### src/rtl/gregorian_date_difference_defines.svh
`ifndef GREGORIAN_DATE_DIFFERENCE_DEFINES_SVH
`define GREGORIAN_DATE_DIFFERENCE_DEFINES_SVH

// Check that a property holds on every clock edge out of reset.
`define GDD_ASSERT(name, prop, msg) \
  name: assert property (@(posedge clk_i) disable iff (!rst_ni) (prop)) else $error(msg);

// Check that a condition never occurs on a clock edge out of reset.
`define GDD_ASSERT_NEVER(name, cond, msg) \
  name: assert property (@(posedge clk_i) disable iff (!rst_ni) !(cond)) else $error(msg);

`endif

### src/rtl/gdd_pkg.sv
package gdd_pkg;

  // Request carried on the input channel
  typedef struct packed {
    logic [4:0]  other_day;
    logic [3:0]  other_month;
    logic [13:0] other_year;
  } gdd_in_t;

  // Result carried on the output channel
  typedef struct packed {
    logic [2:0]  weekday;
    logic [16:0] month_gap;
    logic [13:0] year_gap;
    logic [21:0] day_gap;
  } gdd_out_t;

  // Configuration write
  typedef struct packed {
    logic [1:0]  addr;
    logic [13:0] wdata;
  } gdd_cfg_t;

  // Configuration register indexes
  localparam logic [1:0] CFG_SAVED_DAY   = 2'd0;
  localparam logic [1:0] CFG_SAVED_MONTH = 2'd1;
  localparam logic [1:0] CFG_SAVED_YEAR  = 2'd2;

  // Datapath operations issued by the controller
  typedef enum logic [3:0] {
    OP_NONE,
    OP_LOAD,
    OP_DIV_YEAR,
    OP_SPLIT_YEAR,
    OP_WEEK_SUM,
    OP_WEEK_MOD,
    OP_YEAR_BASE,
    OP_DATE,
    OP_MONTH_GAP,
    OP_MONTH_MUL,
    OP_MONTH_QUO,
    OP_DAY_GAP,
    OP_EMIT
  } gdd_op_e;

  // Controller to datapath command; sel picks the compared date over the reference
  typedef struct packed {
    gdd_op_e op;
    logic    sel;
  } gdd_cmd_t;

  // Datapath to controller status
  typedef struct packed {
    logic out_free;
  } gdd_status_t;

  // Reciprocals: y / 100 = (y * K100) >> 21 for y < 43690,
  // x / 3 = (x * K3) >> 17 for x < 131072
  localparam logic [15:0] K100 = 16'd20972;
  localparam logic [15:0] K3   = 16'd43691;

  // Days before the start of month (index 0 is January)
  function automatic logic [8:0] days_before(input logic [3:0] idx);
    logic [8:0] r;
    case (idx)
      4'd0:    r = 9'd0;
      4'd1:    r = 9'd31;
      4'd2:    r = 9'd59;
      4'd3:    r = 9'd90;
      4'd4:    r = 9'd120;
      4'd5:    r = 9'd151;
      4'd6:    r = 9'd181;
      4'd7:    r = 9'd212;
      4'd8:    r = 9'd243;
      4'd9:    r = 9'd273;
      4'd10:   r = 9'd304;
      default: r = 9'd334;
    endcase
    return r;
  endfunction

  // Month term (31 * shifted month) / 12 of the weekday congruence, by raw month
  function automatic logic [5:0] month_term(input logic [3:0] m);
    logic [5:0] r;
    case (m)
      4'd0:    r = 6'd25;
      4'd1:    r = 6'd28;
      4'd2:    r = 6'd31;
      4'd3:    r = 6'd2;
      4'd4:    r = 6'd5;
      4'd5:    r = 6'd7;
      4'd6:    r = 6'd10;
      4'd7:    r = 6'd12;
      4'd8:    r = 6'd15;
      4'd9:    r = 6'd18;
      4'd10:   r = 6'd20;
      4'd11:   r = 6'd23;
      4'd12:   r = 6'd25;
      4'd13:   r = 6'd28;
      4'd14:   r = 6'd31;
      default: r = 6'd33;
    endcase
    return r;
  endfunction

endpackage

### src/rtl/gdd_if.sv
// Input date channel
interface gdd_in_if ();
  import gdd_pkg::*;
  logic    valid;
  logic    ready;
  gdd_in_t data;
  modport source (output valid, output data, input ready);
  modport sink (input valid, input data, output ready);
endinterface

// Result channel
interface gdd_out_if ();
  import gdd_pkg::*;
  logic     valid;
  logic     ready;
  gdd_out_t data;
  modport source (output valid, output data, input ready);
  modport sink (input valid, input data, output ready);
endinterface

// Configuration write channel
interface gdd_cfg_if ();
  import gdd_pkg::*;
  logic     valid;
  logic     ready;
  gdd_cfg_t data;
  modport source (output valid, output data, input ready);
  modport sink (input valid, input data, output ready);
endinterface

### src/rtl/gdd_ctrl.sv
`include "gregorian_date_difference_defines.svh"

module gdd_ctrl (
  input  logic                 clk_i,
  input  logic                 rst_ni,
  input  logic                 in_valid_i,
  output logic                 in_ready_o,
  input  gdd_pkg::gdd_status_t status_i,
  output gdd_pkg::gdd_cmd_t    cmd_o
);
  import gdd_pkg::*;

  localparam logic [3:0] ST_IDLE = 4'd0;
  localparam logic [3:0] ST_DMUL = 4'd1;
  localparam logic [3:0] ST_DQUO = 4'd2;
  localparam logic [3:0] ST_WSUM = 4'd3;
  localparam logic [3:0] ST_WMOD = 4'd4;
  localparam logic [3:0] ST_YEAR = 4'd5;
  localparam logic [3:0] ST_DATE = 4'd6;
  localparam logic [3:0] ST_MGAP = 4'd7;
  localparam logic [3:0] ST_MMUL = 4'd8;
  localparam logic [3:0] ST_MQUO = 4'd9;
  localparam logic [3:0] ST_DGAP = 4'd10;
  localparam logic [3:0] ST_DONE = 4'd11;

  logic [3:0] st_q, st_d;
  logic       sel_q, sel_d;

  // Sequence one request: reference date, compared date, then the gaps
  always_comb begin
    st_d       = st_q;
    sel_d      = sel_q;
    cmd_o.op   = OP_NONE;
    cmd_o.sel  = sel_q;
    in_ready_o = (st_q == ST_IDLE);
    unique case (st_q)
      ST_IDLE: begin
        if (in_valid_i) begin
          cmd_o.op = OP_LOAD;
          sel_d    = 1'b0;
          st_d     = ST_DMUL;
        end
      end
      ST_DMUL: begin
        cmd_o.op = OP_DIV_YEAR;
        st_d     = ST_DQUO;
      end
      ST_DQUO: begin
        cmd_o.op = OP_SPLIT_YEAR;
        st_d     = sel_q ? ST_YEAR : ST_WSUM;
      end
      ST_WSUM: begin
        cmd_o.op = OP_WEEK_SUM;
        st_d     = ST_WMOD;
      end
      ST_WMOD: begin
        cmd_o.op = OP_WEEK_MOD;
        st_d     = ST_YEAR;
      end
      ST_YEAR: begin
        cmd_o.op = OP_YEAR_BASE;
        st_d     = ST_DATE;
      end
      ST_DATE: begin
        cmd_o.op = OP_DATE;
        if (!sel_q) begin
          sel_d = 1'b1;
          st_d  = ST_DMUL;
        end else begin
          st_d = ST_MGAP;
        end
      end
      ST_MGAP: begin
        cmd_o.op = OP_MONTH_GAP;
        st_d     = ST_MMUL;
      end
      ST_MMUL: begin
        cmd_o.op = OP_MONTH_MUL;
        st_d     = ST_MQUO;
      end
      ST_MQUO: begin
        cmd_o.op = OP_MONTH_QUO;
        st_d     = ST_DGAP;
      end
      ST_DGAP: begin
        cmd_o.op = OP_DAY_GAP;
        st_d     = ST_DONE;
      end
      ST_DONE: begin
        // hold until the output register can take the result
        if (status_i.out_free) begin
          cmd_o.op = OP_EMIT;
          st_d     = ST_IDLE;
        end
      end
      default: begin
        st_d = ST_IDLE;
      end
    endcase
  end

  always_ff @(posedge clk_i or negedge rst_ni) begin
    if (!rst_ni) begin
      st_q  <= ST_IDLE;
      sel_q <= 1'b0;
    end else begin
      st_q  <= st_d;
      sel_q <= sel_d;
    end
  end

  `GDD_ASSERT(a_accept_starts, (st_q == ST_IDLE && in_valid_i) |=> (st_q == ST_DMUL), "accepted request did not start")
  `GDD_ASSERT(a_emit_free, (cmd_o.op == OP_EMIT) |-> status_i.out_free, "result emitted into a full output register")
  `GDD_ASSERT_NEVER(a_week_on_ref, (st_q == ST_WSUM || st_q == ST_WMOD) && sel_q, "weekday computed on the compared date")

endmodule

### src/rtl/gdd_datapath.sv
`include "gregorian_date_difference_defines.svh"

module gdd_datapath (
  input  logic                 clk_i,
  input  logic                 rst_ni,
  input  logic                 cfg_we_i,
  input  gdd_pkg::gdd_cfg_t    cfg_i,
  input  gdd_pkg::gdd_in_t     in_i,
  input  gdd_pkg::gdd_cmd_t    cmd_i,
  input  logic                 out_ready_i,
  output logic                 out_valid_o,
  output gdd_pkg::gdd_out_t    out_o,
  output gdd_pkg::gdd_status_t status_o
);
  import gdd_pkg::*;

  localparam logic [14:0] WD_BASE   = 15'd7000;
  localparam logic [22:0] DAYS_YEAR = 23'd365;
  localparam logic [13:0] HUNDRED   = 14'd100;
  localparam logic [17:0] MONTHS    = 18'd12;

  // Weekday residue by folding octal digits (8 is 1 modulo 7)
  function automatic logic [2:0] mod7(input logic [14:0] v);
    logic [5:0] f1;
    logic [3:0] f2;
    logic [3:0] f3;
    f1 = {3'd0, v[2:0]} + {3'd0, v[5:3]} + {3'd0, v[8:6]} + {3'd0, v[11:9]}
       + {3'd0, v[14:12]};
    f2 = {1'b0, f1[5:3]} + {1'b0, f1[2:0]};
    f3 = {3'd0, f2[3]} + {1'b0, f2[2:0]};
    return (f3 >= 4'd7) ? 3'(f3 - 4'd7) : f3[2:0];
  endfunction

  // Reference date and captured request
  logic [4:0]  sav_day_q, oth_day_q;
  logic [3:0]  sav_month_q, oth_month_q;
  logic [13:0] sav_year_q, oth_year_q;

  // Working registers
  logic [31:0] prod_q;
  logic [7:0]  q100_q;
  logic        rz_q;
  logic [14:0] s_q;
  logic [2:0]  weekday_q;
  logic [22:0] base_q;
  logic        leap_q;
  logic [22:0] ord_q [2];
  logic [17:0] mg_q;
  logic [13:0] yg_q;
  logic [21:0] dg_q;
  gdd_out_t    out_q;
  logic        out_valid_q;

  // Combinational values
  logic [4:0]  cur_day;
  logic [3:0]  cur_month;
  logic [13:0] cur_year;
  logic [15:0] mul_a, mul_b;
  logic [31:0] prod_d;
  logic [7:0]  q100_w;
  logic [13:0] hund_w;
  logic [12:0] c4, leaps;
  logic [8:0]  c100;
  logic [6:0]  c400;
  logic [22:0] base_d;
  logic        leap_d;
  logic [3:0]  mc_idx;
  logic [22:0] ord_d;
  logic        wa;
  logic [13:0] yy;
  logic [7:0]  yq100;
  logic [14:0] wy, s_d;
  logic [17:0] m_oth, m_sav, mg_d;
  logic [14:0] yq_w;
  logic [22:0] dg_w;

  // Write configuration registers; indexes beyond the list are dropped
  always_ff @(posedge clk_i or negedge rst_ni) begin
    if (!rst_ni) begin
      sav_day_q   <= 5'd1;
      sav_month_q <= 4'd1;
      sav_year_q  <= 14'd2000;
    end else if (cfg_we_i) begin
      unique case (cfg_i.addr)
        CFG_SAVED_DAY:   sav_day_q   <= cfg_i.wdata[4:0];
        CFG_SAVED_MONTH: sav_month_q <= cfg_i.wdata[3:0];
        CFG_SAVED_YEAR:  sav_year_q  <= cfg_i.wdata;
        default: ;
      endcase
    end
  end

  // Select the date under work
  assign cur_day   = cmd_i.sel ? oth_day_q : sav_day_q;
  assign cur_month = cmd_i.sel ? oth_month_q : sav_month_q;
  assign cur_year  = cmd_i.sel ? oth_year_q : sav_year_q;

  // Shared reciprocal multiplier
  always_comb begin
    mul_a = '0;
    mul_b = '0;
    case (cmd_i.op)
      OP_DIV_YEAR: begin
        mul_a = {2'd0, cur_year};
        mul_b = K100;
      end
      OP_MONTH_MUL: begin
        mul_a = mg_q[17:2];
        mul_b = K3;
      end
      default: ;
    endcase
  end
  assign prod_d = mul_a * mul_b;

  // Split year into hundreds and a zero-remainder flag
  assign q100_w = prod_q[28:21];
  assign hund_w = {6'd0, q100_w} * HUNDRED;

  // Days before 1 January of the year: 365y + ceil(y/4) - ceil(y/100) + ceil(y/400)
  assign c4     = {1'b0, cur_year[13:2]} + {12'd0, |cur_year[1:0]};
  assign c100   = {1'b0, q100_q} + {8'd0, !rz_q};
  assign c400   = {1'b0, q100_q[7:2]} + {6'd0, (!rz_q || (q100_q[1:0] != 2'b00))};
  assign leaps  = c4 - {4'd0, c100} + {6'd0, c400};
  assign base_d = ({9'd0, cur_year} * DAYS_YEAR) + {10'd0, leaps};
  assign leap_d = ((cur_year[1:0] == 2'b00) && !rz_q) || (rz_q && (q100_q[1:0] == 2'b00));

  // Day number: clamp month, add month start, leap day and day of month
  always_comb begin
    if (cur_month == 4'd0) begin
      mc_idx = 4'd0;
    end else if (cur_month > 4'd12) begin
      mc_idx = 4'd11;
    end else begin
      mc_idx = cur_month - 4'd1;
    end
  end
  assign ord_d = base_q + {14'd0, days_before(mc_idx)}
               + {22'd0, (mc_idx >= 4'd2) && leap_q} + {18'd0, cur_day};

  // Weekday congruence on the reference date; January and February count
  // in the previous year, which is minus one for year zero
  assign wa    = (sav_month_q <= 4'd2);
  assign yy    = wa ? sav_year_q - 14'd1 : sav_year_q;
  assign yq100 = wa ? q100_q - {7'd0, rz_q} : q100_q;
  assign wy    = {1'b0, yy} + {3'd0, yy[13:2]} + {9'd0, yq100[7:2]} - {7'd0, yq100};
  assign s_d   = WD_BASE + {10'd0, sav_day_q} + {9'd0, month_term(sav_month_q)}
               + ((wa && (sav_year_q == 14'd0)) ? 15'h7FFF : wy);

  // Month and day gaps
  assign m_oth = ({4'd0, oth_year_q} * MONTHS) + {14'd0, oth_month_q};
  assign m_sav = ({4'd0, sav_year_q} * MONTHS) + {14'd0, sav_month_q};
  assign mg_d  = (m_oth > m_sav) ? m_oth - m_sav : m_sav - m_oth;
  assign yq_w  = prod_q[31:17];
  assign dg_w  = (ord_q[0] > ord_q[1]) ? ord_q[0] - ord_q[1] : ord_q[1] - ord_q[0];

  // Advance the working registers under the controller's command
  always_ff @(posedge clk_i) begin
    case (cmd_i.op)
      OP_LOAD: begin
        oth_day_q   <= in_i.other_day;
        oth_month_q <= in_i.other_month;
        oth_year_q  <= in_i.other_year;
      end
      OP_DIV_YEAR, OP_MONTH_MUL: prod_q <= prod_d;
      OP_SPLIT_YEAR: begin
        q100_q <= q100_w;
        rz_q   <= (cur_year == hund_w);
      end
      OP_WEEK_SUM:  s_q       <= s_d;
      OP_WEEK_MOD:  weekday_q <= mod7(s_q);
      OP_YEAR_BASE: begin
        base_q <= base_d;
        leap_q <= leap_d;
      end
      OP_DATE:      ord_q[cmd_i.sel] <= ord_d;
      OP_MONTH_GAP: mg_q <= mg_d;
      OP_MONTH_QUO: yg_q <= (yq_w > 15'd16383) ? 14'h3FFF : yq_w[13:0];
      OP_DAY_GAP:   dg_q <= dg_w[22] ? 22'h3FFFFF : dg_w[21:0];
      OP_EMIT: begin
        out_q.weekday   <= weekday_q;
        out_q.month_gap <= mg_q[17] ? 17'h1FFFF : mg_q[16:0];
        out_q.year_gap  <= yg_q;
        out_q.day_gap   <= dg_q;
      end
      default: ;
    endcase
  end

  // Output register valid: set on emit, drop when taken
  always_ff @(posedge clk_i or negedge rst_ni) begin
    if (!rst_ni) begin
      out_valid_q <= 1'b0;
    end else if (cmd_i.op == OP_EMIT) begin
      out_valid_q <= 1'b1;
    end else if (out_ready_i) begin
      out_valid_q <= 1'b0;
    end
  end

  assign out_valid_o       = out_valid_q;
  assign out_o             = out_q;
  assign status_o.out_free = !out_valid_q || out_ready_i;

  `GDD_ASSERT(a_emit_sets_valid, (cmd_i.op == OP_EMIT) |=> out_valid_q, "emitted result not presented")
  `GDD_ASSERT(a_year_quo_range, (cmd_i.op == OP_MONTH_QUO) |-> (prod_q[31:17] <= 15'd16384), "month quotient out of range")

endmodule

### src/rtl/gregorian_date_difference.sv
// Gregorian date comparison block.
// A reference date is written through cfg_chan_i (index 0 day, 1 month,
// 2 year); the channel is always ready and writes beyond index 2 are dropped.
// Write it only while no request is in flight.
// Each request on in_chan_i carries a second date. One result leaves on
// out_chan_o per request: weekday of the reference date (0 is Sunday), the
// month gap, that gap divided by twelve and the day gap, each saturated.
// A single controller walks both dates through one shared reciprocal
// multiplier, and a new request is taken only once the last one has moved
// into the output register.
// When the receiver stalls the result holds in the output register, the
// next request is still taken and worked, and it waits in its last step
// until the output register frees.
// Reset restores the reference date to 1 January 2000 and drops any result.
module gregorian_date_difference (
  input logic       clk_i,
  input logic       rst_ni,
  gdd_in_if.sink    in_chan_i,
  gdd_out_if.source out_chan_o,
  gdd_cfg_if.sink   cfg_chan_i
);
  import gdd_pkg::*;

  gdd_cmd_t    cmd;
  gdd_status_t status;
  logic        in_ready;
  logic        out_valid;
  gdd_out_t    out_data;

  // Always take configuration writes
  assign cfg_chan_i.ready = 1'b1;

  gdd_ctrl u_ctrl (
    .clk_i      (clk_i),
    .rst_ni     (rst_ni),
    .in_valid_i (in_chan_i.valid),
    .in_ready_o (in_ready),
    .status_i   (status),
    .cmd_o      (cmd)
  );

  gdd_datapath u_datapath (
    .clk_i       (clk_i),
    .rst_ni      (rst_ni),
    .cfg_we_i    (cfg_chan_i.valid),
    .cfg_i       (cfg_chan_i.data),
    .in_i        (in_chan_i.data),
    .cmd_i       (cmd),
    .out_ready_i (out_chan_o.ready),
    .out_valid_o (out_valid),
    .out_o       (out_data),
    .status_o    (status)
  );

  assign in_chan_i.ready  = in_ready;
  assign out_chan_o.valid = out_valid;
  assign out_chan_o.data  = out_data;

endmodule
### src/flat_wrapper.sv
// flat-port wrapper written by rule: the top's interface ports become plain ports
module gregorian_date_difference_flat import gdd_pkg::*;
  (clk_i, rst_ni, in_chan_i_valid, in_chan_i_data, in_chan_i_ready, out_chan_o_valid, out_chan_o_data, out_chan_o_ready, cfg_chan_i_valid, cfg_chan_i_data, cfg_chan_i_ready);
  gdd_in_if in_chan_i_i ();
  gdd_out_if out_chan_o_i ();
  gdd_cfg_if cfg_chan_i_i ();
  input logic clk_i;
  input logic rst_ni;
  input wire logic [$bits(in_chan_i_i.valid)-1:0] in_chan_i_valid;
  input wire logic [$bits(in_chan_i_i.data)-1:0] in_chan_i_data;
  output wire logic [$bits(in_chan_i_i.ready)-1:0] in_chan_i_ready;
  output wire logic [$bits(out_chan_o_i.valid)-1:0] out_chan_o_valid;
  output wire logic [$bits(out_chan_o_i.data)-1:0] out_chan_o_data;
  input wire logic [$bits(out_chan_o_i.ready)-1:0] out_chan_o_ready;
  input wire logic [$bits(cfg_chan_i_i.valid)-1:0] cfg_chan_i_valid;
  input wire logic [$bits(cfg_chan_i_i.data)-1:0] cfg_chan_i_data;
  output wire logic [$bits(cfg_chan_i_i.ready)-1:0] cfg_chan_i_ready;
  assign in_chan_i_i.valid = in_chan_i_valid;
  assign in_chan_i_i.data = in_chan_i_data;
  assign in_chan_i_ready = in_chan_i_i.ready;
  assign out_chan_o_valid = out_chan_o_i.valid;
  assign out_chan_o_data = out_chan_o_i.data;
  assign out_chan_o_i.ready = out_chan_o_ready;
  assign cfg_chan_i_i.valid = cfg_chan_i_valid;
  assign cfg_chan_i_i.data = cfg_chan_i_data;
  assign cfg_chan_i_ready = cfg_chan_i_i.ready;
  gregorian_date_difference u_core (.clk_i(clk_i), .rst_ni(rst_ni), .in_chan_i(in_chan_i_i), .out_chan_o(out_chan_o_i), .cfg_chan_i(cfg_chan_i_i));
endmodule
### config.mk
export PLATFORM = sky130hd
export DESIGN_NAME = gregorian_date_difference_flat
export DESIGN_NICKNAME = d
export VERILOG_FILES = /design/src/rtl/gdd_pkg.sv /design/src/rtl/gdd_if.sv /design/src/rtl/gdd_ctrl.sv /design/src/rtl/gdd_datapath.sv /design/src/rtl/gregorian_date_difference.sv /design/src/flat_wrapper.sv
export VERILOG_INCLUDE_DIRS = /design/src /design/src/rtl
export SDC_FILE = /design/constraint.sdc
export NUM_CORES = 1
export LEC_CHECK = 0
export BUFFER_PORTS_ARGS = -buffer_cell sky130_fd_sc_hd__buf_4
export CAP_MARGIN = 15
export CELL_PAD_IN_SITES_DETAIL_PLACEMENT = 1
export CELL_PAD_IN_SITES_GLOBAL_PLACEMENT = 2
export CORE_MARGIN = 1
export CORE_UTILIZATION = 35
export DETAILED_ROUTE_END_ITERATION = 12
export PLACE_DENSITY = 0.77
export SLEW_MARGIN = 20
export SYNTH_ARGS = -nofsm -noshare
export SYNTH_HDL_FRONTEND = slang
export SYNTH_SLANG_ARGS = --single-unit
### constraint.sdc
create_clock -name clk_i -period 9.55 [get_ports clk_i]
set_clock_uncertainty 0.1 [all_clocks]
set_input_delay 0.955 -clock clk_i [delete_from_list [all_inputs] [get_ports clk_i]]
set_output_delay 0.955 -clock clk_i [all_outputs]
set_load 0.01 [all_outputs]
## Yosys cells after proc, flatten, opt, wreduce, memory -nomap -nowiden

Memory sizes are Yosys's and may differ from the RTL's.
Cells that the tools add are included.

- Register bits after elaboration: 245
- Bits in latches: 0
- Bits in writable memories: 46
- Memory bits (read-only): 240
- Input bits: 44
- Output and inout bits: 59
- Word-level logic and storage cells: 149
- Memories kept: 3

- Add/sub/neg operators: 31
- Multipliers: 5
- Div/mod/pow operators: 0
- Magnitude comparators: 7
- Equality and inequality tests: 28
- Shift-type cells: 0
- Muxes and demuxes: 27
- Bitwise logic cells: 0
- Reductions and logical operators: 25

Memories:

| memory | words | bits a word | rd ports | clocked after memory_dff | wr ports | line | source |
|---|---|---|---|---|---|---|---|
| (no name shown) | 16 | 9 | 1 | 0 | 0 | gdd_pkg.sv:65 | `case (idx)` |
| (no name shown) | 16 | 6 | 1 | 0 | 0 | gdd_pkg.sv:85 | `case (m)` |
| u_core.u_datapath.ord_q | 2 | 23 | 2 | 0 | 1 | gdd_datapath.sv:47 | `logic [22:0] ord_q [2];` |

Operators by type and width:

| kind | count |
|---|---|
| $pmux W4 S12 | 2 |
| $pmux W16 S2 | 2 |
| $sub A23 B23 Y23 | 2 |
| $add A18 B4 Y18 | 2 |
| $eq A4 B4 Y1 const B | 9 |
| $sub A18 B18 Y18 | 2 |
| $eq A4 B3 Y1 const B | 8 |
| $mul A14 B2 Y16 const B | 2 |
| $mul A16 B16 Y32 | 1 |
| $mux W14 | 2 |
| $mux W4 | 6 |
| $add A23 B1 Y23 | 1 |
| $add A23 B13 Y23 | 1 |
| $add A23 B5 Y23 | 1 |
| $add A23 B9 Y23 | 1 |
| $gt A23 B23 Y1 | 1 |
| $mul A14 B9 Y23 const B | 1 |
| $mux W23 | 1 |
| $gt A18 B18 Y1 | 1 |
| $mux W18 | 1 |
| $eq A4 B2 Y1 const B | 4 |
| $add A14 B12 Y15 | 1 |
| $add A14 B6 Y15 | 1 |
| $add A15 B15 Y15 | 1 |
| 44 further kinds | 69 |

## Depth between registers and ports, before layout

- Depth in word-level cells: 8
- Mapped depth: 34
- Mapped depth without buffers: 32

## Cells and area by module

From an unflattened synthesis, not the netlist that was laid out.

- Cell total of the unflattened synthesis: 3047
- Area total of the unflattened synthesis: 30758.2 µm²

Modules (own cells, without submodules):

| module | instances | cells an instance | area each (µm²) | sequential area each (µm²) |
|---|---|---|---|---|
| gdd_datapath | 1 | 3003 | 30360.4 | 7967.6 |
| gdd_ctrl | 1 | 42 | 386.6 | 125.1 |
| gregorian_date_difference | 1 | 2 | 11.3 | 0.0 |

## Least setup slack after synthesis

Ideal clock, no wire load.

- Path type: reg2reg
- Start: register u_core.u_ctrl.sel_q
- End: register u_core.u_datapath.prod_q[25], data pin
- Library setup time: 258 ps
- Arrival: 6707 ps
- Data required time: 9192 ps
- Path slack: 2486 ps
- Cell stages (with the launch flop): 30
- Buffers on the path: 3
- Period minus slack after synthesis: 7064 ps
- Path through: dfrtp_1 buf_2 buf_1 clkbuf_1 nand2_1 o21a_1 nor2_1 inv_1 nand2_1 inv_1 fa_1 fa_1 inv_1 fa_1 fa_1 fa_1 inv_1 fa_1 inv_1 ha_1 a21o_1 a21oi_1 o21ai_0 a21oi_1 nand2_1 a211oi_1 nor2b_1 o21a_1 nor2_1 xnor2_1

- Longest elaborated chain between the ends: 3

Ends and longest elaborated chain:

| what | line | source |
|---|---|---|
| start: declaration | gdd_ctrl.sv:27 | `logic sel_q, sel_d;` |
| start signal: assignment | gdd_ctrl.sv:108 | `sel_q <= sel_d;` |
| $mux W14 | gdd_datapath.sv:96 | `assign cur_year = cmd_i.sel ? oth_year_q : sav_year_q;` |
| $pmux W16 S2 | gdd_datapath.sv:102 | `case (cmd_i.op)` |
| $mul A16 B16 Y32 | gdd_datapath.sv:114 | `assign prod_d = mul_a * mul_b;` |
| named net u_core.u_datapath.prod_d[25] | gdd_datapath.sv:59 | `logic [31:0] prod_d;` |
| end signal: assignment | gdd_datapath.sv:165 | `OP_DIV_YEAR, OP_MONTH_MUL: prod_q <= prod_d;` |
| end: declaration | gdd_datapath.sv:40 | `logic [31:0] prod_q;` |

The timed path passes the listed nets, and every way through them passes these cells.
A chain may end at the register's enable or synchronous reset.

## Worst setup path in the final report

- Start: register u_core.u_ctrl.st_q[1]
- End: register u_core.u_datapath.prod_q[25], data pin

- Longest elaborated chain between the ends: 5
- Elaborated cells between the ends (all ways): 18
- Those cells by class: mul (1); eq/ne (13); mux (3); reduce/logical (1)

Ends and longest elaborated chain:

| what | line | source |
|---|---|---|
| start: declaration | gdd_ctrl.sv:26 | `logic [3:0] st_q, st_d;` |
| start signal: assignment | gdd_ctrl.sv:107 | `st_q <= st_d;` |
| $eq A4 B4 Y1, or another cell as far along | gdd_ctrl.sv:36 | `unique case (st_q)` |
| $pmux W4 S12 (*) | gdd_ctrl.sv:36 |  |
| $eq A4 B4 Y1 or $eq A4 B2 Y1 (tied branches) | gdd_datapath.sv:102 |  |
| $pmux W16 S2 | gdd_datapath.sv:102 |  |
| $mul A16 B16 Y32 (*) | gdd_datapath.sv:114 |  |
| named net u_core.u_datapath.prod_d[25] | gdd_datapath.sv:59 |  |

The timed path passes the listed nets; every way through them passes the cells marked *.

==> impl_metrics.ini <==
[grt]
grt_use_total = 0.190
grt_max_degree = 33
grt_overflow = 0
grt_pass1_wl_mm = 128
grt_pass1_vias = 22500
antenna_found_initial = 0

[drt]
viasPerCell = 4.90
vias = 21000
ant_nets = 0
first_pass_iters = 5
wl_per_cell_um = 19.0
drt-initial-drc-count = 812
drc = 0
wl_mm = 81.2

[clocking]
cts.hold.buffers_added = 0
cts_num_sinks = 274
cts_resized = 0
clk_pin_slew_worst_paths_ns = 0.06
htree_levels = 2
clockRootBuffer = clkbuf_16
post_cts_buffers = 0
cts_buffer_depth = 3
clkLatencyLatePin_ns = 0.57
tritoncts = done
cts-buffers-inserted = 35

[timing]
setup_viol = 0
slew_headroom = 0.259
fin_setup_tns_ns = 0
hold_violations = 0
finalCritPeriodShare = 0.859
rsz0062_at_grt = false
final.setup.worst_slack_ns = 1.35
slew_violations = 0
tightest_slew_ns = 1.11
fmax_mhz = 122
period_minus_slack_ns = 8.20

[critical_path]
path_common_cell = fa_1
cpMaxStageDelayCell = nor4b_4
critPathMaxFanout = 14
r2r_start = u_core.u_ctrl.st_q[1]
cp-startpoint = u_core.u_ctrl.st_q[1]
required_ns = 9.77
max_stage_delay_ns = 0.95
critPathKind = flip-flop to flip-flop
ff2ff_setup_slack_ns = 1.35
crit_chain = nor4b_4 -> nand2_1 -> nand2_1 -> inv_1 -> fa_1 -> fa_1 -> inv_1 -> fa_1 -> fa_1 -> fa_1 -> inv_1 -> fa_1 -> inv_1 -> ha_1 -> a21o_1 -> a21oi_1 -> o21ai_0 -> a21oi_1 -> nand2_1 -> a211oi_1 -> nor2b_1 -> o21a_1 -> nor2_1 -> xnor2_1
startpoint_type = flip-flop
reg2reg_depth = 24
regToRegEndpoint = u_core.u_datapath.prod_q[25]
cp-end-kind = flip-flop
arrival_ns = 8.42

[hold_path]
hold_class = input pin to asynchronous set/reset pin

[finish]
layout-drive-gt1-share = 0.0886
n_antenna_cell = 0
regArea_um2 = 8090
syn2layout_area_growth_pct = 11.1
finish.utilization = 0.393
nFillCells = 9752
multi_input_area_um2 = 19800
nNetsFinal = 3886
final_cells = 4281

[floorplanning]
fp.coreArea_um2 = 85400
die_height_um = 296
fp.dieW_um = 296
initial_core_util = 0.354
rows = 107
io_pins = 103
die-area_um2 = 87600

[yosys]
synth_area_per_cell_um2 = 10.1
netlist_instances = 2989
netlist-cell-type-count = 88
synth_area_leaders = edfxtp_1, ha_1, fa_1
synth-seq-area-share = 0.268
synth-seq-cells = 274
synth_top_cell_area_share = 0.243
synth_async_sr_flop_share = 0.106
synth-edff-count = 245
synth_ff_type = edfxtp_1
ys_warn_count = 0
synthesis.area_um2 = 30200
yosys.area.top_type = edfxtp_1

[placement]
gp_congestion = 0.914
dpl.cell_count = 4217
portBuffers = 101
post-place-ws_ns = 1.45
hpwl_mm = 69.5

[flow_run]
drv_cap = 0

[outcome]
status = completed
critical path: cells and delay by family (launching register included):
kind                     cells  cell delay [ns]
XOR/XNOR                     1             0.07
buffers and inverters        4             0.27
adder cells (fa/ha/maj)      7             3.29
AND/OR/NAND/NOR              6             2.20
flip-flops                   1             0.56
AO/OA/AOI/OAI                6             1.43
per-layer routing:
layer	GRT usage	vias to the layer above	part of all wire
li1	-	10300	-
met1	0.248	10400	0.46
met2	0.331	241	0.49
met3	0.0259	94	0.034
met4	0.0464	0	0.024
met5	0	-	0
layout make-up:
class	instances	share of cell area
clock buffers	45	0.0281
clock inverters	19	0.00592
repair buffers	123	0.0275
flip-flops and latches	274	0.241
multi-input cells	2099	0.591
well taps	1144	0.0426
inverters	577	0.0645
how the worst max path moves through the flow:
stage                     cells after the start                            to  slack (ns)
final                                        24  u_core.u_datapath.prod_q[25]        1.35
after global routing                         24  u_core.u_datapath.prod_q[25]        0.95
after CTS                                    24  u_core.u_datapath.prod_q[25]        1.38
after detailed placement                     24  u_core.u_datapath.prod_q[25]        1.45
after global placement                       24  u_core.u_datapath.prod_q[25]        1.63
after floorplan                              29  u_core.u_datapath.prod_q[25]        2.49
cell families after synthesis:
kind of cell,synth area share
AO/OA/AOI/OAI,0.109
XOR/XNOR,0.0596
adder cells (fa/ha/maj),0.369
buffers and inverters,0.0780
flip-flops,0.268
multiplexers,0.0195
other,0.000248
AND/OR/NAND/NOR,0.0979
sequential cells by signal, indices dropped and copies added, names as in the netlist:
| name | count |
|---|---|
| u_core.u_datapath.out_o | 56 |
| u_core.u_datapath.q100_q | 8 |
| u_core.u_datapath.dg_q | 22 |
| u_core.u_datapath.leap_q | 1 |
| u_core.u_datapath.out_valid_o | 1 |
| u_core.u_datapath.rz_q | 1 |
| u_core.u_datapath.oth_year_q | 14 |
| u_core.u_datapath.sav_month_q | 4 |
| u_core.u_ctrl.st_q | 4 |
| u_core.u_ctrl.sel_q | 1 |
| u_core.u_datapath.sav_day_q | 5 |
| u_core.u_datapath.base_q | 23 |
| u_core.u_datapath.oth_day_q | 5 |
| u_core.u_datapath.sav_year_q | 14 |
| u_core.u_datapath.prod_q | 15 |
| u_core.u_datapath.ord_q | 46 |
| u_core.u_datapath.oth_month_q | 4 |
| u_core.u_datapath.mg_q | 18 |
| u_core.u_datapath.s_q | 15 |
| u_core.u_datapath.weekday_q | 3 |
| u_core.u_datapath.yg_q | 14 |
cells in the mapped netlist, types with 6 or more instances:
cell        n
or2_2      35
or3_1      19
a211oi_1   26
a21o_1     71
ha_1      467
mux2i_1    24
nor2b_1    28
o21ai_1    10
edfxtp_1  245
nor3_1     42
nand4_1    24
nand2b_1   24
nor2_1    146
dfrtp_1    21
o31ai_1     8
o21a_1     33
dfstp_2     8
a221oi_1    8
fa_1      265
xor2_1     70
mux2_2     28
nor4_1      8
clkbuf_1   31
xnor2_1   134
and3_1     11
nand3_1    49
inv_1     577
a21boi_0    6
a31oi_1    15
a21oi_1   139
buf_2       8
and2_1     17
o21bai_1   27
nand2_1   163
o21ai_0    91
per-stage QoR:
step                area (µm²)  hold WS (ns)
floorplan                30300         0.300
global placement         32500         0.301
detailed placement       32500         0.305
CTS                      33600         0.226
global route             33600         0.247
finish                   33600         0.244
cell usage in the layout (no fill, tap or decap), types with 26 or more instances in the layout:
cell / netlist / layout
ha_1: 467 / 467
xnor2_1: 134 / 134
edfxtp_1: 245 / 245
o21ai_0: 91 / 91
nor2b_1: 28 / 28
clkbuf_16: 0 / 35
nand2_1: 163 / 163
buf_4: 3 / 123
fa_1: 265 / 265
nor3_1: 42 / 40
o21bai_1: 27 / 27
o21a_1: 33 / 33
or2_2: 35 / 35
a21o_1: 71 / 71
xor2_1: 70 / 70
a211oi_1: 26 / 26
nor2_1: 146 / 143
a21oi_1: 139 / 139
nand3_1: 49 / 49
mux2_2: 28 / 28
inv_1: 577 / 577
Power is not shown: default switching activity piles up to over one toggle a cycle in this logic, so the estimate is an artifact.
